## src/owtm_pkg.sv

```systemverilog
// Package: shared types, codes and a helper function for the one-wire temperature master.
`timescale 1ns / 1ps

package owtm_pkg;

   localparam int TICK_COUNT_BITS_DEF = 11;
   localparam int CFG_WIDTH           = 11;
   localparam int CFG_INDEX_WIDTH     = 3;

   // Register indexes on the csr port
   localparam logic [CFG_INDEX_WIDTH-1:0] CFG_RESET_LOW        = 3'd0;
   localparam logic [CFG_INDEX_WIDTH-1:0] CFG_RELEASE_WAIT     = 3'd1;
   localparam logic [CFG_INDEX_WIDTH-1:0] CFG_PRESENCE_HOLD    = 3'd2;
   localparam logic [CFG_INDEX_WIDTH-1:0] CFG_PRESENCE_TIMEOUT = 3'd3;
   localparam logic [CFG_INDEX_WIDTH-1:0] CFG_WRITE_SLOT       = 3'd4;
   localparam logic [CFG_INDEX_WIDTH-1:0] CFG_READ_SLOT        = 3'd5;

   localparam logic [CFG_WIDTH-1:0] RESET_LOW_DEF        = 11'd550;
   localparam logic [CFG_WIDTH-1:0] RELEASE_WAIT_DEF     = 11'd40;
   localparam logic [CFG_WIDTH-1:0] PRESENCE_HOLD_DEF    = 11'd240;
   localparam logic [CFG_WIDTH-1:0] PRESENCE_TIMEOUT_DEF = 11'd1000;
   localparam logic [CFG_WIDTH-1:0] WRITE_SLOT_DEF       = 11'd40;
   localparam logic [CFG_WIDTH-1:0] READ_SLOT_DEF        = 11'd70;

   // Command codes on the mode field
   localparam logic [2:0] MODE_NONE       = 3'd0;
   localparam logic [2:0] MODE_RESET      = 3'd1;
   localparam logic [2:0] MODE_WRITE      = 3'd2;
   localparam logic [2:0] MODE_READ       = 3'd3;
   localparam logic [2:0] MODE_CONVERT    = 3'd4;
   localparam logic [2:0] MODE_READ_TEMP  = 3'd5;

   localparam logic [7:0] ROM_SKIP_CMD    = 8'hCC;
   localparam logic [7:0] CONVERT_CMD     = 8'h44;
   localparam logic [7:0] READ_SCRATCH_CMD = 8'hBE;

   localparam logic [2:0] LAST_BIT        = 3'd7;
   localparam logic [3:0] LAST_STEP       = 4'd5;
   localparam logic [2:0] STEP_LOW_BYTE   = 3'd3;
   localparam logic [2:0] STEP_HIGH_BYTE  = 3'd4;
   localparam logic [6:0] TEMP_INT_MAX    = 7'd127;

   typedef enum logic [2:0] {
      OP_END        = 3'd0,
      OP_RESET      = 3'd1,
      OP_WR_DATA    = 3'd2,
      OP_WR_SKIP    = 3'd3,
      OP_WR_CONV    = 3'd4,
      OP_WR_SCRATCH = 3'd5,
      OP_READ       = 3'd6
   } op_type;

   typedef enum logic [10:0] {
      PH_IDLE       = 11'b000_0000_0001,
      PH_RST_LOW    = 11'b000_0000_0010,
      PH_RST_REL    = 11'b000_0000_0100,
      PH_PRES_WAIT  = 11'b000_0000_1000,
      PH_PRES_HOLD  = 11'b000_0001_0000,
      PH_WR_START   = 11'b000_0010_0000,
      PH_WR_HOLD    = 11'b000_0100_0000,
      PH_WR_RECOVER = 11'b000_1000_0000,
      PH_RD_START   = 11'b001_0000_0000,
      PH_RD_SAMPLE  = 11'b010_0000_0000,
      PH_RD_WAIT    = 11'b100_0000_0000
   } phase_type;

   typedef struct packed {
      logic [CFG_WIDTH-1:0] reset_low_ticks;
      logic [CFG_WIDTH-1:0] release_wait_ticks;
      logic [CFG_WIDTH-1:0] presence_hold_ticks;
      logic [CFG_WIDTH-1:0] presence_timeout_ticks;
      logic [CFG_WIDTH-1:0] write_slot_ticks;
      logic [CFG_WIDTH-1:0] read_slot_ticks;
   } cfg_type;

   typedef struct packed {
      logic       drive_low;
      logic       busy_res;
      logic       done_res;
      logic [7:0] read_data;
      logic       presence_missing;
      logic       temp_negative;
      logic [6:0] temp_integer;
      logic [3:0] temp_tenths;
   } result_type;

   localparam logic [3:0] TENTHS_LUT [16] = '{
      4'd0, 4'd1, 4'd1, 4'd2, 4'd2, 4'd3, 4'd4, 4'd4,
      4'd5, 4'd6, 4'd6, 4'd7, 4'd7, 4'd8, 4'd9, 4'd9
   };

   // Operation for a given command and sequence step
   function automatic op_type prog_op(input logic [2:0] cmd, input logic [2:0] step);
      op_type op;
      op = OP_END;
      unique case (cmd)
         MODE_RESET:     if (step == 3'd0) op = OP_RESET;
         MODE_WRITE:     if (step == 3'd0) op = OP_WR_DATA;
         MODE_READ:      if (step == 3'd0) op = OP_READ;
         MODE_CONVERT: begin
            unique case (step)
               3'd0:    op = OP_RESET;
               3'd1:    op = OP_WR_SKIP;
               3'd2:    op = OP_WR_CONV;
               default: op = OP_END;
            endcase
         end
         MODE_READ_TEMP: begin
            unique case (step)
               3'd0:    op = OP_RESET;
               3'd1:    op = OP_WR_SKIP;
               3'd2:    op = OP_WR_SCRATCH;
               3'd3:    op = OP_READ;
               3'd4:    op = OP_READ;
               default: op = OP_END;
            endcase
         end
         default:        op = OP_END;
      endcase
      return op;
   endfunction

endpackage

```

## src/owtm_if.sv

```systemverilog
// Interfaces: request and response channels of the one-wire temperature master.
`timescale 1ns / 1ps

interface owtm_req_if;
   logic       valid;
   logic       ready;
   logic [2:0] mode;
   logic [7:0] data_byte;
   logic       bus_level;

   modport source (output valid, output mode, output data_byte, output bus_level,
                   input ready);
   modport sink   (input valid, input mode, input data_byte, input bus_level,
                   output ready);
endinterface

interface owtm_rsp_if;
   logic       valid;
   logic       ready;
   logic       drive_low;
   logic       busy_res;
   logic       done_res;
   logic [7:0] read_data;
   logic       presence_missing;
   logic       temp_negative;
   logic [6:0] temp_integer;
   logic [3:0] temp_tenths;

   modport source (output valid, output drive_low, output busy_res, output done_res,
                   output read_data, output presence_missing, output temp_negative,
                   output temp_integer, output temp_tenths, input ready);
   modport sink   (input valid, input drive_low, input busy_res, input done_res,
                   input read_data, input presence_missing, input temp_negative,
                   input temp_integer, input temp_tenths, output ready);
endinterface

```

## src/owtm_cfg.sv

```systemverilog
// Timing register file written through the csr port.
`timescale 1ns / 1ps

module owtm_cfg
   import owtm_pkg::*;
(
   input  logic                       clock,
   input  logic                       reset,
   input  logic                       csr_we,
   input  logic [CFG_INDEX_WIDTH-1:0] csr_index,
   input  logic [CFG_WIDTH-1:0]       csr_wdata,
   output cfg_type                    cfg
);

   cfg_type cfg_ff;
   cfg_type cfg_in;

   always_comb begin
      cfg_in = cfg_ff;
      if (csr_we) begin
         unique case (csr_index)
            CFG_RESET_LOW:        cfg_in.reset_low_ticks        = csr_wdata;
            CFG_RELEASE_WAIT:     cfg_in.release_wait_ticks     = csr_wdata;
            CFG_PRESENCE_HOLD:    cfg_in.presence_hold_ticks    = csr_wdata;
            CFG_PRESENCE_TIMEOUT: cfg_in.presence_timeout_ticks = csr_wdata;
            CFG_WRITE_SLOT:       cfg_in.write_slot_ticks       = csr_wdata;
            CFG_READ_SLOT:        cfg_in.read_slot_ticks        = csr_wdata;
            default:              cfg_in = cfg_ff;
         endcase
      end
   end

   always_ff @(posedge clock) begin
      if (reset) begin
         cfg_ff.reset_low_ticks        <= RESET_LOW_DEF;
         cfg_ff.release_wait_ticks     <= RELEASE_WAIT_DEF;
         cfg_ff.presence_hold_ticks    <= PRESENCE_HOLD_DEF;
         cfg_ff.presence_timeout_ticks <= PRESENCE_TIMEOUT_DEF;
         cfg_ff.write_slot_ticks       <= WRITE_SLOT_DEF;
         cfg_ff.read_slot_ticks        <= READ_SLOT_DEF;
      end else begin
         cfg_ff <= cfg_in;
      end
   end

   assign cfg = cfg_ff;

endmodule

```

## src/owtm_core.sv

```systemverilog
// Bus sequencer: advances the one-wire state by one tick per step and forms the result.
`timescale 1ns / 1ps

module owtm_core
   import owtm_pkg::*;
#(
   parameter int TICK_COUNT_BITS = TICK_COUNT_BITS_DEF
) (
   input  logic       clock,
   input  logic       reset,
   input  logic       step_en,
   input  logic [2:0] mode,
   input  logic [7:0] data_byte,
   input  logic       bus_level,
   input  cfg_type    cfg,
   output result_type result
);

   localparam int CmpW = ((TICK_COUNT_BITS > CFG_WIDTH) ? TICK_COUNT_BITS : CFG_WIDTH) + 1;

   typedef struct packed {
      phase_type                  phase;
      logic [TICK_COUNT_BITS-1:0] tick;
      logic [2:0]                 bit_index;
      logic [7:0]                 shift_byte;
      logic [2:0]                 seq_step;
      logic [7:0]                 low_temp_byte;
      logic                       missing;
      logic [2:0]                 cmd;
      logic [7:0]                 rd_data;
      logic                       t_neg;
      logic [6:0]                 t_int;
      logic [3:0]                 t_tenths;
      logic                       done;
   } core_state_type;

   // bits of the state below the phase field
   localparam int StRestW = $bits(core_state_type) - $bits(phase_type);

   core_state_type st_ff;
   core_state_type st_in;

   function automatic core_state_type go_idle(input core_state_type s);
      core_state_type r;
      r           = s;
      r.phase     = PH_IDLE;
      r.tick      = '0;
      r.bit_index = '0;
      r.seq_step  = '0;
      r.cmd       = MODE_NONE;
      r.done      = 1'b1;
      return r;
   endfunction

   function automatic core_state_type begin_op(input core_state_type s, input op_type op,
                                               input logic [7:0] data);
      core_state_type r;
      r           = s;
      r.tick      = '0;
      r.bit_index = '0;
      unique case (op)
         OP_RESET:      r.phase = PH_RST_LOW;
         OP_WR_DATA:    begin r.shift_byte = data;             r.phase = PH_WR_START; end
         OP_WR_SKIP:    begin r.shift_byte = ROM_SKIP_CMD;     r.phase = PH_WR_START; end
         OP_WR_CONV:    begin r.shift_byte = CONVERT_CMD;      r.phase = PH_WR_START; end
         OP_WR_SCRATCH: begin r.shift_byte = READ_SCRATCH_CMD; r.phase = PH_WR_START; end
         OP_READ:       begin r.shift_byte = '0;               r.phase = PH_RD_START; end
         default:       r = go_idle(r);
      endcase
      return r;
   endfunction

   function automatic core_state_type convert_temp(input core_state_type s,
                                                   input logic [7:0] high);
      core_state_type r;
      logic [15:0]    raw;
      logic [15:0]    mag;
      r        = s;
      raw      = {high, s.low_temp_byte};
      r.t_neg  = high[7];
      mag      = high[7] ? (16'd0 - raw) : raw;
      r.t_int  = (mag[15:4] > {5'd0, TEMP_INT_MAX}) ? TEMP_INT_MAX : mag[10:4];
      r.t_tenths = TENTHS_LUT[mag[3:0]];
      return r;
   endfunction

   function automatic core_state_type finish_op(input core_state_type s);
      core_state_type r;
      logic [3:0]     nstep;
      r = s;
      if (s.phase == PH_RD_WAIT) begin
         r.rd_data = s.shift_byte;
         if (s.cmd == MODE_READ_TEMP) begin
            if (s.seq_step == STEP_LOW_BYTE) begin
               r.low_temp_byte = s.shift_byte;
            end else if (s.seq_step == STEP_HIGH_BYTE) begin
               r = convert_temp(r, s.shift_byte);
            end
         end
      end
      nstep = {1'b0, s.seq_step} + 4'd1;
      if (s.cmd > MODE_READ_TEMP || nstep > LAST_STEP) begin
         r = go_idle(r);
      end else begin
         r.seq_step = nstep[2:0];
         r = begin_op(r, prog_op(r.cmd, nstep[2:0]), 8'd0);
      end
      return r;
   endfunction

   logic [CFG_WIDTH-1:0]       dur;
   logic [CmpW-1:0]            dur_eff;
   logic [CmpW-1:0]            tick_inc;
   logic                       hit;
   logic [TICK_COUNT_BITS-1:0] tick_adv;
   logic                       drive;
   core_state_type             s0;

   always_comb begin
      s0      = st_ff;
      s0.done = 1'b0;
      // accept a command only from idle, same tick is its first bus tick
      if (st_ff.phase == PH_IDLE && mode >= MODE_RESET && mode <= MODE_READ_TEMP) begin
         s0.cmd      = mode;
         s0.seq_step = '0;
         s0          = begin_op(s0, prog_op(mode, 3'd0), data_byte);
      end

      unique case (s0.phase)
         PH_RST_LOW:   dur = cfg.reset_low_ticks;
         PH_RST_REL:   dur = cfg.release_wait_ticks;
         PH_PRES_WAIT: dur = cfg.presence_timeout_ticks;
         PH_PRES_HOLD: dur = cfg.presence_hold_ticks;
         PH_WR_HOLD:   dur = cfg.write_slot_ticks;
         PH_RD_WAIT:   dur = cfg.read_slot_ticks;
         default:      dur = cfg.reset_low_ticks;
      endcase

      // zero duration acts as one tick; a saturated counter ends the phase
      dur_eff  = (dur == '0) ? CmpW'(1) : CmpW'(dur);
      tick_inc = CmpW'(s0.tick) + CmpW'(1);
      hit      = (tick_inc >= dur_eff) || (&s0.tick);
      tick_adv = hit ? '0 : tick_inc[TICK_COUNT_BITS-1:0];

      st_in = s0;
      drive = 1'b0;
      unique case (s0.phase)
         PH_IDLE: begin
         end
         PH_RST_LOW: begin
            drive      = 1'b1;
            st_in.tick = tick_adv;
            if (hit) st_in.phase = PH_RST_REL;
         end
         PH_RST_REL: begin
            st_in.tick = tick_adv;
            if (hit) st_in.phase = PH_PRES_WAIT;
         end
         PH_PRES_WAIT: begin
            if (!bus_level) begin
               st_in.missing = 1'b0;
               st_in.tick    = '0;
               st_in.phase   = PH_PRES_HOLD;
            end else begin
               st_in.tick = tick_adv;
               if (hit) begin
                  st_in.missing = 1'b1;
                  st_in         = go_idle(st_in);
               end
            end
         end
         PH_PRES_HOLD: begin
            st_in.tick = tick_adv;
            if (hit) st_in = finish_op(st_in);
         end
         PH_WR_START: begin
            drive       = 1'b1;
            st_in.tick  = '0;
            st_in.phase = PH_WR_HOLD;
         end
         PH_WR_HOLD: begin
            drive      = ~s0.shift_byte[s0.bit_index];
            st_in.tick = tick_adv;
            if (hit) st_in.phase = PH_WR_RECOVER;
         end
         PH_WR_RECOVER: begin
            if (s0.bit_index == LAST_BIT) begin
               st_in = finish_op(st_in);
            end else begin
               st_in.bit_index = s0.bit_index + 3'd1;
               st_in.phase     = PH_WR_START;
            end
         end
         PH_RD_START: begin
            drive       = 1'b1;
            st_in.phase = PH_RD_SAMPLE;
         end
         PH_RD_SAMPLE: begin
            st_in.shift_byte = {bus_level, s0.shift_byte[7:1]};
            st_in.tick       = '0;
            st_in.phase      = PH_RD_WAIT;
         end
         PH_RD_WAIT: begin
            st_in.tick = tick_adv;
            if (hit) begin
               if (s0.bit_index == LAST_BIT) begin
                  st_in = finish_op(st_in);
               end else begin
                  st_in.bit_index = s0.bit_index + 3'd1;
                  st_in.phase     = PH_RD_START;
               end
            end
         end
         default: st_in = go_idle(st_in);
      endcase
   end

   always_ff @(posedge clock) begin
      if (reset) begin
         st_ff <= {PH_IDLE, {StRestW{1'b0}}};
      end else if (step_en) begin
         st_ff <= st_in;
      end
   end

   assign result.drive_low        = drive;
   assign result.busy_res         = (st_in.phase != PH_IDLE);
   assign result.done_res         = st_in.done;
   assign result.read_data        = st_in.rd_data;
   assign result.presence_missing = st_in.missing;
   assign result.temp_negative    = st_in.t_neg;
   assign result.temp_integer     = st_in.t_int;
   assign result.temp_tenths      = st_in.t_tenths;

endmodule

```

## src/one_wire_temp_sensor_master.sv

```systemverilog
// Top level: one-wire temperature sensor master with request/response channels.
`timescale 1ns / 1ps

// Each request beat is one bus tick: it carries the sampled bus level and an optional
// command (reset with presence detect, write byte, read byte, start conversion, read
// temperature); each tick returns exactly one response beat with the pin drive, busy and
// done flags, the last byte read and the last converted temperature. The block takes one
// beat per clock as long as the response side keeps taking beats: a beat lands in the
// input register, the sequencer advances the bus state for that tick, and the response
// is registered in the output register before it appears on the response channel.
// Commands arriving while busy are dropped. Timing registers are counted in ticks and
// are written over the csr port; the user must write them only while the block is idle,
// as the block itself does not enforce this. A count of zero acts as one tick.
module one_wire_temp_sensor_master
   import owtm_pkg::*;
#(
   parameter int TICK_COUNT_BITS = TICK_COUNT_BITS_DEF
) (
   input  logic                       clock,
   input  logic                       reset,
   owtm_req_if.sink                   req_bus,
   owtm_rsp_if.source                 rsp_bus,
   input  logic                       csr_we,
   input  logic [CFG_INDEX_WIDTH-1:0] csr_index,
   input  logic [CFG_WIDTH-1:0]       csr_wdata
);

   cfg_type    cfg;
   result_type result;

   logic       in_valid_ff;
   logic [2:0] mode_ff;
   logic [7:0] data_byte_ff;
   logic       bus_level_ff;
   logic       out_valid_ff;
   result_type out_ff;
   logic       fire;

   // process a held beat when the output slot is free or being emptied
   assign fire          = in_valid_ff && (!out_valid_ff || rsp_bus.ready);
   assign req_bus.ready = !in_valid_ff || fire;

   owtm_cfg u_cfg (
      .clock     (clock),
      .reset     (reset),
      .csr_we    (csr_we),
      .csr_index (csr_index),
      .csr_wdata (csr_wdata),
      .cfg       (cfg)
   );

   owtm_core #(
      .TICK_COUNT_BITS (TICK_COUNT_BITS)
   ) u_core (
      .clock     (clock),
      .reset     (reset),
      .step_en   (fire),
      .mode      (mode_ff),
      .data_byte (data_byte_ff),
      .bus_level (bus_level_ff),
      .cfg       (cfg),
      .result    (result)
   );

   always_ff @(posedge clock) begin
      if (reset) begin
         in_valid_ff <= 1'b0;
      end else if (req_bus.ready) begin
         in_valid_ff <= req_bus.valid;
      end
   end

   always_ff @(posedge clock) begin
      if (req_bus.ready && req_bus.valid) begin
         mode_ff      <= req_bus.mode;
         data_byte_ff <= req_bus.data_byte;
         bus_level_ff <= req_bus.bus_level;
      end
   end

   always_ff @(posedge clock) begin
      if (reset) begin
         out_valid_ff <= 1'b0;
      end else if (fire) begin
         out_valid_ff <= 1'b1;
      end else if (rsp_bus.ready) begin
         out_valid_ff <= 1'b0;
      end
   end

   always_ff @(posedge clock) begin
      if (fire) begin
         out_ff <= result;
      end
   end

   assign rsp_bus.valid            = out_valid_ff;
   assign rsp_bus.drive_low        = out_ff.drive_low;
   assign rsp_bus.busy_res         = out_ff.busy_res;
   assign rsp_bus.done_res         = out_ff.done_res;
   assign rsp_bus.read_data        = out_ff.read_data;
   assign rsp_bus.presence_missing = out_ff.presence_missing;
   assign rsp_bus.temp_negative    = out_ff.temp_negative;
   assign rsp_bus.temp_integer     = out_ff.temp_integer;
   assign rsp_bus.temp_tenths      = out_ff.temp_tenths;

endmodule
```

## src/flat_wrapper.sv

```systemverilog
// flat-port wrapper written by rule: the top's interface ports become plain ports
module one_wire_temp_sensor_master_flat import owtm_pkg::*;
#(
   parameter int TICK_COUNT_BITS = TICK_COUNT_BITS_DEF
)
  (clock, reset, csr_we, csr_index, csr_wdata, req_bus_valid, req_bus_mode, req_bus_data_byte, req_bus_bus_level, req_bus_ready, rsp_bus_valid, rsp_bus_drive_low, rsp_bus_busy_res, rsp_bus_done_res, rsp_bus_read_data, rsp_bus_presence_missing, rsp_bus_temp_negative, rsp_bus_temp_integer, rsp_bus_temp_tenths, rsp_bus_ready);
  owtm_req_if req_bus_i ();
  owtm_rsp_if rsp_bus_i ();
  input  logic clock;
  input  logic reset;
  input  logic csr_we;
  input  logic [CFG_INDEX_WIDTH-1:0] csr_index;
  input  logic [CFG_WIDTH-1:0] csr_wdata;
  input wire logic [$bits(req_bus_i.valid)-1:0] req_bus_valid;
  input wire logic [$bits(req_bus_i.mode)-1:0] req_bus_mode;
  input wire logic [$bits(req_bus_i.data_byte)-1:0] req_bus_data_byte;
  input wire logic [$bits(req_bus_i.bus_level)-1:0] req_bus_bus_level;
  output wire logic [$bits(req_bus_i.ready)-1:0] req_bus_ready;
  output wire logic [$bits(rsp_bus_i.valid)-1:0] rsp_bus_valid;
  output wire logic [$bits(rsp_bus_i.drive_low)-1:0] rsp_bus_drive_low;
  output wire logic [$bits(rsp_bus_i.busy_res)-1:0] rsp_bus_busy_res;
  output wire logic [$bits(rsp_bus_i.done_res)-1:0] rsp_bus_done_res;
  output wire logic [$bits(rsp_bus_i.read_data)-1:0] rsp_bus_read_data;
  output wire logic [$bits(rsp_bus_i.presence_missing)-1:0] rsp_bus_presence_missing;
  output wire logic [$bits(rsp_bus_i.temp_negative)-1:0] rsp_bus_temp_negative;
  output wire logic [$bits(rsp_bus_i.temp_integer)-1:0] rsp_bus_temp_integer;
  output wire logic [$bits(rsp_bus_i.temp_tenths)-1:0] rsp_bus_temp_tenths;
  input wire logic [$bits(rsp_bus_i.ready)-1:0] rsp_bus_ready;
  assign req_bus_i.valid = req_bus_valid;
  assign req_bus_i.mode = req_bus_mode;
  assign req_bus_i.data_byte = req_bus_data_byte;
  assign req_bus_i.bus_level = req_bus_bus_level;
  assign req_bus_ready = req_bus_i.ready;
  assign rsp_bus_valid = rsp_bus_i.valid;
  assign rsp_bus_drive_low = rsp_bus_i.drive_low;
  assign rsp_bus_busy_res = rsp_bus_i.busy_res;
  assign rsp_bus_done_res = rsp_bus_i.done_res;
  assign rsp_bus_read_data = rsp_bus_i.read_data;
  assign rsp_bus_presence_missing = rsp_bus_i.presence_missing;
  assign rsp_bus_temp_negative = rsp_bus_i.temp_negative;
  assign rsp_bus_temp_integer = rsp_bus_i.temp_integer;
  assign rsp_bus_temp_tenths = rsp_bus_i.temp_tenths;
  assign rsp_bus_i.ready = rsp_bus_ready;
  one_wire_temp_sensor_master #(.TICK_COUNT_BITS(TICK_COUNT_BITS)) u_core (.clock(clock), .reset(reset), .req_bus(req_bus_i), .rsp_bus(rsp_bus_i), .csr_we(csr_we), .csr_index(csr_index), .csr_wdata(csr_wdata));
endmodule
```

## config.mk

```make
export PLATFORM = sky130hd
export DESIGN_NAME = one_wire_temp_sensor_master_flat
export DESIGN_NICKNAME = d
export VERILOG_FILES = /design/src/owtm_pkg.sv /design/src/owtm_if.sv /design/src/owtm_cfg.sv /design/src/owtm_core.sv /design/src/one_wire_temp_sensor_master.sv /design/src/flat_wrapper.sv
export SDC_FILE = /design/constraint.sdc
export NUM_CORES = 1
export LEC_CHECK = 0
export BUFFER_PORTS_ARGS = -buffer_cell sky130_fd_sc_hd__buf_2
export CORE_UTILIZATION = 45
export DETAILED_ROUTE_END_ITERATION = 10
export GPL_TIMING_DRIVEN = 1
export PLACE_DENSITY = 0.64
export REMOVE_ABC_BUFFERS = 1
export SLEW_MARGIN = 30
export SYNTH_ARGS = -nofsm -noshare
export SYNTH_HDL_FRONTEND = slang
export SYNTH_SLANG_ARGS = --single-unit
```

## constraint.sdc

```tcl
create_clock -name clock -period 7.99 [get_ports clock]
set_input_delay 1.598 -clock clock [delete_from_list [all_inputs] [get_ports clock]]
set_output_delay 1.598 -clock clock [all_outputs]
set_load 0.02 [all_outputs]
```

==> results of run 1 <==
-- area by class of cell --
type	count	area (sq um)	share of cell area (%)
well taps	275	344	3.18
multi-input cells	923	5570	51.5
flip-flops and latches	172	3800	35.2
inverters	24	90.1	0.833
repair buffers	70	388	3.59
clock buffers	18	450	4.17
clock inverters	14	165	1.53
-- metal layers --
layer	share of wire (%)	wire length, um
met2	46	12400
met5	0	0
met1	46	12500
met4	2.4	644
met3	5.4	1450
-- power by group through the flow --
stage	clock, mW	sequential, mW	combinational, mW
after global placement	0	0.952	0.276
after floorplan	0	0.957	0.169
after detailed placement	0	0.952	0.277
after CTS	0.871	0.933	0.279
after global routing	0.906	0.936	0.308
final	0.864	0.933	0.284
-- worst max-delay path, stage by stage, from the launching register on --
cell	delay [ps]
edfxtp_1	760
or3_1	240
nand2_1	130
o21a_1	330
nor4_4	780
nor4_2	120
buf_4	230
a211oi_1	350
nand4_1	140
or4b_1	490
o21ai_1	130
ha_1	120
nand2b_1	90
nand3_1	80
a211o_1	250
a32oi_1	530
o211ai_2	210
nor3_2	580
nand2_1	240
o31ai_1	370
-- through the flow --
step	cells	hold WS (ps)	setup WS [ps]	instance area, sq um	power, mW
finish	1496	453	1610	10800	2.08
global route	1496	475	1170	10800	2.15
CTS	1496	454	1700	10800	2.08
detailed placement	1464	439	1750	10200	1.23
global placement	1464	436	1920	10200	1.23
floorplan	1119	417	1700	9440	1.13
-- sequential cells by signal, indices dropped and copies added (netlist names) --
signal	count
u_core.rsp_bus.read_data	8
u_core.in_valid_ff	1
u_core.rsp_bus.drive_low	1
u_core.rsp_bus.temp_tenths	4
u_core.data_byte_ff	8
u_core.bus_level_ff	1
u_core.rsp_bus.busy_res	1
u_core.rsp_bus.valid	1
u_core.rsp_bus.done_res	1
u_core.u_cfg.cfg	66
u_core.rsp_bus.temp_integer	7
u_core.rsp_bus.temp_negative	1
u_core.u_core.st_ff	68
u_core.rsp_bus.presence_missing	1
u_core.mode_ff	3
-- synth_stat cells (4+ instances only) --
master,instances,area share [%]
clkbuf_1,53,2.0
and4_1,5,0.45
nor2_1,96,3.7
edfxtp_1,36,11
xor2_1,8,0.72
buf_2,11,0.56
or3_1,9,0.58
nand2b_1,15,0.96
a21oi_1,108,5.5
a211oi_1,31,2.4
a222oi_1,5,0.51
o21ai_0,35,1.8
o22ai_1,9,0.58
or4_1,4,0.31
nor2b_1,21,1.3
a31oi_1,10,0.64
mux2_2,10,1.2
o21ai_1,13,0.67
nor4_1,9,0.58
nand2_1,220,8.5
nand3b_1,24,1.8
xnor2_1,7,0.63
nand4_1,13,0.83
mux2i_1,15,1.5
inv_1,23,0.89
o21bai_1,8,0.62
dfxtp_1,136,28
ha_1,25,3.2
a21o_1,9,0.69
a2111oi_0,4,0.36
buf_1,5,0.19
nand3_1,39,2.0
a22oi_1,14,1.1
o21a_1,8,0.62
nor3_1,21,1.1
o211ai_1,8,0.62
and2_1,12,0.77
and3_1,9,0.58
a22o_1,14,1.3
o31ai_1,6,0.46
or2_2,7,0.45
-- logic make-up after synthesis --
logic type      after synthesis
compound gates              325
xor+xnor                     15
fa+ha+maj                    25
buf+inv                      97
flops                       172
mux                          26
simple gates                532
-- final timing paths --
check                                                     end  cells after the start  slack [ps]
worst max register to register  u_core.rsp_bus.temp_tenths[2]                     19        1610
worst max-delay path            u_core.rsp_bus.temp_tenths[2]                     19        1610
worst min register to register        u_core.u_core.st_ff[46]                      2         450
worst min-delay path                  u_core.u_core.st_ff[46]                      2         450
==> impl_table.tex, run 1 <==
\begin{tabular}{lr}
\hline
Metric & Value \\
\hline
\multicolumn{2}{l}{\textbf{Clocking}} \\
\quad Resized Gates After CTS & 0 \\
\quad Depth of the CTS H-tree & 4 \\
\quad Clock net sink count & roughly 170 \\
\quad TritonCTS clock tree & done \\
\quad Clock latency reported for the late side of the worst-skew pair & between 400 and 500 ps \\
\quad CTS max path bufs & 2 \\
\quad Root buffer selected by CTS & clkbuf\_16 \\
\quad Clock buffers created by TritonCTS & 17 \\
\quad Number of hold buffers added after CTS & 0 \\
\quad Buffers inserted during post-CTS setup optimization & 0 \\
\quad Post-CTS clock slew at the launch and capture registers of the worst setup and hold paths & around 70 ps \\
\multicolumn{2}{l}{\textbf{Power and ir drop}} \\
\quad Total internal power & 1.44 mW \\
\quad Part of the power in the clock network & approximately two fifths \\
\quad Sequential cell fraction of total power & between 40\% and 50\% \\
\quad Total power divided by cell area & 192 nW/um\^{}2 \\
\quad Static Leakage & 4.03 nW \\
\quad Largest voltage drop on the vdd net & 0.157 mV \\
\quad Part of the total power dissipated in combinational logic & around 14\% \\
\quad Switching Share & 30.6\% \\
\quad Switching power of the nets & roughly 0.64 mW \\
\multicolumn{2}{l}{\textbf{Synth}} \\
\quad Unique masters post-synth & 89 \\
\quad Post-synthesis register bit count & roughly 170 \\
\quad Adder and majority gate portion of the synthesized area & 3.21\% \\
\quad Synth Instances & 1,192 \\
\quad Largest family of logic cells by synthesized area & simple AND/OR/NAND/NOR gates \\
\quad Mux cell area share after synthesis & 2.93\% \\
\quad Proportion of synthesized chip area in sequential cells & between 30\% and 40\% \\
\quad Post-synthesis compound-gate area fraction & 22.2\% \\
\quad Simple-gate share of the synthesized area & around 27\% \\
\quad Number of enable flip-flop cells after synthesis & 36 \\
\quad Post-Synthesis Cell Area & 9750 sq um \\
\quad Synth warn & 0 \\
\quad Top\_reg\_cell synth & dfxtp\_1 \\
\quad Asr flop ratio synth & 0\% \\
\quad Mean instance size in the synthesized netlist & $\sim$8.2 sq um \\
\quad Area share of xor/xnor cells in the synthesized design & 1.35\% \\
\multicolumn{2}{l}{\textbf{Critical path}} \\
\quad Required time at the endpoint of the critical path & just over 8000 ps \\
\quad Reg-to-Reg Start & u\_core.mode\_ff[0] \\
\quad Arrival @ worst endpoint & around 6600 ps \\
\quad Path type of the worst setup path & register to register \\
\quad Startpoint of the most critical setup path & u\_core.mode\_ff[0] \\
\quad Kind of end point of the critical path & register \\
\quad Startpoint kind of the worst setup timing path & register \\
\quad CP max FO & 19 \\
\multicolumn{2}{l}{\textbf{Drt}} \\
\quad Detailed-route vias per instance & between 5 and 6 \\
\quad Pre-Repair DR Iteration Count & 6 \\
\quad Post-DR wirelength/cell & about 18 um \\
\quad Post-route ant nets & 0 \\
\quad Routed via count & about 9,000 \\
\quad Routed wire length & 27,000 um \\
\quad Number of remaining DRC errors & 0 \\
\quad Drt initial violations & around 870 \\
\multicolumn{2}{l}{\textbf{Timing}} \\
\quad Unrepaired setup endpoints after global routing & false \\
\quad Clock skew after layout & between 10 and 15 ps \\
\quad Slew Viols, Final & 0 \\
\quad Achievable clock frequency & roughly 160 MHz \\
\quad Setup total negative slack & 0 ps \\
\quad Final critical-path required period & about 6400 ps \\
\quad Final hold violation count & 0 \\
\quad Worst Max-Slew Pin Slew & 997 ps \\
\quad Worst slew margin relative to its limit & about a third \\
\quad Total setup violations reported at the end of the flow & 0 \\
\quad Tcrit/Tclk final & approximately 80\% \\
\multicolumn{2}{l}{\textbf{GRT}} \\
\quad Via count of the first global-routing pass & 8,160 \\
\quad Global-route track usage on met2 & 39.3\% \\
\quad Largest net degree at the start of global routing & 80 \\
\quad Number of antenna violations at the first check in global routing & 0 \\
\quad Busiest layer in global routing & met2 \\
\quad GR Layer Usage met1 & between 30\% and 40\% \\
\quad Total global-route track usage & between 20\% and 30\% \\
\quad Routing usage on met3 & 4.10\% \\
\quad GR Overflow Total & 0 \\
\quad Wire length of the first global-routing pass & between 40,000 and 50,000 um \\
\multicolumn{2}{l}{\textbf{Layout}} \\
\quad Count of nets after finishing & 1,264 \\
\quad Most frequent cells in the layout & nand2\_1 (220), dfxtp\_1 (136), a21oi\_1 (108) \\
\quad Ratio of cells with drive above 1 in the final layout & about 12\% \\
\quad Area added between synthesis and finish & 10.9\% \\
\quad Diode count & 0 \\
\quad Most common library cell in the layout ignoring fill and taps & nand2\_1 \\
\quad Share of the core filled with cells & about half \\
\quad FILL cells & slightly above 2,000 \\
\multicolumn{2}{l}{\textbf{Min path}} \\
\quad Startpoint of the most critical hold path & u\_core.u\_core.st\_ff[46] \\
\quad Class of the tightest hold or removal check & register to register \\
\multicolumn{2}{l}{\textbf{Floorplanning}} \\
\quad Height of the die & between 100 and 150 um \\
\quad Num ports & 57 \\
\quad Floorplan die area & 22,300 sq um \\
\quad Number of cell rows & 53 \\
\quad Initial core utilization & 46.1\% \\
\quad DIE WIDTH & roughly 150 um \\
\quad Floorplan core area & around 21,000 sq um \\
\multicolumn{2}{l}{\textbf{Placed design}} \\
\quad Port-buffer cells & 56 \\
\quad Weighted congestion at the end of routability-driven global placement & 0.914 \\
\quad Post-detailed-placement half-perimeter wirelength & between 15,000 and 20,000 um \\
\multicolumn{2}{l}{\textbf{Run status}} \\
\quad Status & finished clean \\
\multicolumn{2}{l}{\textbf{Job}} \\
\quad Number of maximum-capacitance constraint violations & 0 \\
\hline
\end{tabular}
Note: power is estimated with default switching activity, not from simulation.
==> run 2: changes to the inputs <==
--- a/config.mk
+++ b/config.mk
@@ -9,7 +9,7 @@
 export CORE_UTILIZATION = 45
 export DETAILED_ROUTE_END_ITERATION = 10
 export GPL_TIMING_DRIVEN = 1
-export PLACE_DENSITY = 0.64
+export PLACE_DENSITY = 0.66
 export REMOVE_ABC_BUFFERS = 1
 export SLEW_MARGIN = 30
 export SYNTH_ARGS = -nofsm -noshare
==> constraint.sdc (replaced) <==
create_clock -name clock -period 5.3 [get_ports clock]
set_input_delay 1.06 -clock clock [delete_from_list [all_inputs] [get_ports clock]]
set_output_delay 1.06 -clock clock [all_outputs]
set_load 0.02 [all_outputs]
==> impl_table.tex, run 2 (synthesis gave the netlist of run 1 again) <==
\begin{tabular}{lr}
\hline
Metric & Value \\
\hline
\multicolumn{2}{l}{\textbf{Clocking}} \\
\quad Root buffer selected by CTS & clkbuf\_16 \\
\quad CTS max path bufs & 2 (unchanged) \\
\quad Clock latency reported for the late side of the worst-skew pair & 450 ps (about the same) \\
\quad Post-CTS clock slew at the launch and capture registers of the worst setup and hold paths & 80 ps (about the same) \\
\quad Depth of the CTS H-tree & 4 (unchanged) \\
\quad Clock net sink count & 172 (unchanged) \\
\quad TritonCTS clock tree & done \\
\quad Clock buffers created by TritonCTS & 17 (unchanged) \\
\multicolumn{2}{l}{\textbf{Timing}} \\
\quad Setup total negative slack & 0 ps (unchanged) \\
\quad Clock skew after layout & 14.4 ps (+1.70 ps) \\
\quad Worst Max-Slew Pin Slew & 801 ps (-196 ps) \\
\quad Tcrit/Tclk final & 95.5\% (+16 points) \\
\quad Final hold violation count & 0 (unchanged) \\
\quad Achievable clock frequency & 198 MHz (+26\%) \\
\quad Total setup violations reported at the end of the flow & 0 (unchanged) \\
\quad Final critical-path required period & 5060 ps (-1320 ps) \\
\quad Slew Viols, Final & 0 (unchanged) \\
\quad Worst slew margin relative to its limit & 46.2\% (+13 points) \\
\multicolumn{2}{l}{\textbf{Layout}} \\
\quad Register ranked first by flip-flop count & u\_core.u\_core.st\_ff \\
\quad Filler-free cell count of the finished design & 1,580 (+5.6\%) \\
\quad Diode count & 0 (unchanged) \\
\quad Number of flip-flops under the largest register name & 68 (unchanged) \\
\quad Area added between synthesis and finish & 18.4\% \\
\quad Count of nets after finishing & 1,348 (+6.6\%) \\
\quad Share of the core filled with cells & 54.5\% (+3.4 points) \\
\quad Most frequent cells in the layout & nand2\_1 (220), dfxtp\_1 (136), a21oi\_1 (108) \\
\quad Most common library cell in the layout ignoring fill and taps & nand2\_1 \\
\quad Ratio of cells with drive above 1 in the final layout & 18.9\% (+6.6 points) \\
\multicolumn{2}{l}{\textbf{GRT}} \\
\quad Total global-route track usage & 25.7\% (+1.1 points) \\
\quad Via count of the first global-routing pass & 8,516 (+4.4\%) \\
\quad Largest net degree at the start of global routing & 65 (-19\%) \\
\quad Number of antenna violations at the first check in global routing & 0 (unchanged) \\
\quad Wire length of the first global-routing pass & 44,800 um (+3.6\%) \\
\quad GR Overflow Total & 0 (unchanged) \\
\multicolumn{2}{l}{\textbf{Power and ir drop}} \\
\quad Static Leakage & 4.46 nW (+11\%) \\
\quad Largest voltage drop on the vdd net & 0.237 mV (+51\%) \\
\quad Total power divided by cell area & 276 nW/um\^{}2 (+43\%) \\
\multicolumn{2}{l}{\textbf{Critical path}} \\
\quad Kind of end point of the critical path & register \\
\quad Cell with the largest stage delay on the worst path & or4\_4 \\
\quad Cell class contributing the biggest share of worst-path delay & compound AO/OA/AOI/OAI gates \\
\quad Required time at the endpoint of the critical path & 5670 ps (-2550 ps) \\
\quad Startpoint kind of the worst setup timing path & register \\
\quad Critical path, cell by cell & or4\_4 -> o311ai\_4 -> or2\_2 -> nor4\_2 -> buf\_4 -> a221o\_1 -> a211oi\_2 -> nand4\_1 -> or4b\_1 -> o21ai\_1 -> ha\_1 -> nand2b\_1 -> nand3\_1 -> a211o\_1 -> a32oi\_4 -> nor2\_2 -> o211a\_1 -> buf\_4 -> nor4b\_1 -> buf\_4 -> a211oi\_1 -> o22ai\_1 \\
\quad Cell type with the highest occurrence count on the critical path & buf\_4 \\
\quad CP max FO & 6 (-13) \\
\quad Worst path buffer plus inverter count & 3 (+2) \\
\quad Maximum cell stage delay along the critical path & 560 ps (-220 ps) \\
\quad Path type of the worst setup path & register to register \\
\quad Arrival @ worst endpoint & 5430 ps (-1180 ps) \\
\multicolumn{2}{l}{\textbf{Placed design}} \\
\quad Weighted congestion at the end of routability-driven global placement & 0.940 (+2.9\%) \\
\quad Placed instance count & 1,543 (+5.4\%) \\
\quad Post-detailed-placement half-perimeter wirelength & 20,000 um (+3.5\%) \\
\quad Port-buffer cells & 56 (unchanged) \\
\multicolumn{2}{l}{\textbf{Drt}} \\
\quad Routed via count & 9,286 (+3.6\%) \\
\quad Drt initial violations & 764 (-12\%) \\
\quad Number of remaining DRC errors & 0 (unchanged) \\
\quad Post-route ant nets & 0 (unchanged) \\
\quad Detailed-route vias per instance & 5.88 (-1.9\%) \\
\quad Pre-Repair DR Iteration Count & 5 (-1) \\
\quad Post-DR wirelength/cell & 17.7 um (-2.2\%) \\
\quad Routed wire length & 27,900 um (+3.3\%) \\
\multicolumn{2}{l}{\textbf{Floorplanning}} \\
\quad Floorplan core area & 21,200 sq um (unchanged) \\
\quad DIE WIDTH & 149 um (unchanged) \\
\quad Floorplan die area & 22,300 sq um (unchanged) \\
\quad Height of the die & 149 um (unchanged) \\
\quad Num ports & 57 (unchanged) \\
\quad Number of cell rows & 53 (unchanged) \\
\quad Initial core utilization & 46.1\% (unchanged) \\
\multicolumn{2}{l}{\textbf{Min path}} \\
\quad Class of the tightest hold or removal check & register to register \\
\multicolumn{2}{l}{\textbf{Run status}} \\
\quad Status & finished clean \\
\multicolumn{2}{l}{\textbf{Job}} \\
\quad Number of maximum-capacitance constraint violations & 0 (unchanged) \\
\hline
\end{tabular}
run 2: changes by cell type in the layout (fill, tap and decap cells not counted), sizes merged:
cell      previous run  this run
clkinvlp             0         1
inv                 31        30
buf                 70       154
run 2: cell type report:
type,count,area [sq um]
clock inverters,14,168
inverters,24,90.1
repair buffers,154,1020
fillers,1961,9620
clock buffers,18,450
multi-input cells,923,5660
well taps,275,344
flip-flops and latches,172,3800
run 2: worst reg2reg max path, cell delays in order, from the launching register on:
cell	delay (ps)
dfxtp_1	310
or4_4	560
o311ai_4	330
or2_2	190
nor4_2	50
buf_4	170
a221o_1	320
a211oi_2	240
nand4_1	110
or4b_1	470
o21ai_1	130
ha_1	120
nand2b_1	90
nand3_1	80
a211o_1	290
a32oi_4	330
nor2_2	110
o211a_1	300
buf_4	160
nor4b_1	280
buf_4	170
a211oi_1	40
o22ai_1	160
run 2: through the flow:
stage / power, mW / cell area (sq um) / hold slack (ps) / worst slack [ps]
global route: 3.30 / 11500 / 472 / -2.07
finish: 3.18 / 11500 / 457 / 240
floorplan: 1.70 / 9440 / 417 / -988
CTS: 3.18 / 11400 / 458 / 96.3
global placement: 1.90 / 10800 / 431 / 106
detailed placement: 1.90 / 10800 / 447 / -15.6
run 2: power by group:
group	switching (mW)	internal, mW
Combinational	0.319	0.179
Clock	0.625	0.664
Sequential	0.0207	1.38
run 2: repair_timing:
item | in CTS | in global routing
hold buffers | 0 | 0
endpoints found under the setup margin | 8 | 77
pin swaps | 0 | 3
resized for setup | 1 | 17
buffers inserted | 0 | 5
run 2: path summary, 6_finish.rpt:
check,from,endpoint,slack [ps],cells after the start
max,u_core.u_core.st_ff[62],u_core.u_core.st_ff[39],240,22
min reg2reg,u_core.u_cfg.cfg[51],u_core.u_cfg.cfg[51],460,2
max reg2reg,u_core.u_core.st_ff[62],u_core.u_core.st_ff[39],240,22
min,u_core.u_cfg.cfg[51],u_core.u_cfg.cfg[51],460,2
run 2: layer usage:
metal | up-vias | track usage (%) | routed length [um]
met4 | 0 | 11.0 | 933
met2 | 306 | 40.7 | 12800
met1 | 4389 | 34.3 | 12600
met5 | - | 0 | 0
met3 | 66 | 4.37 | 1660
li1 | 4525 | - | -
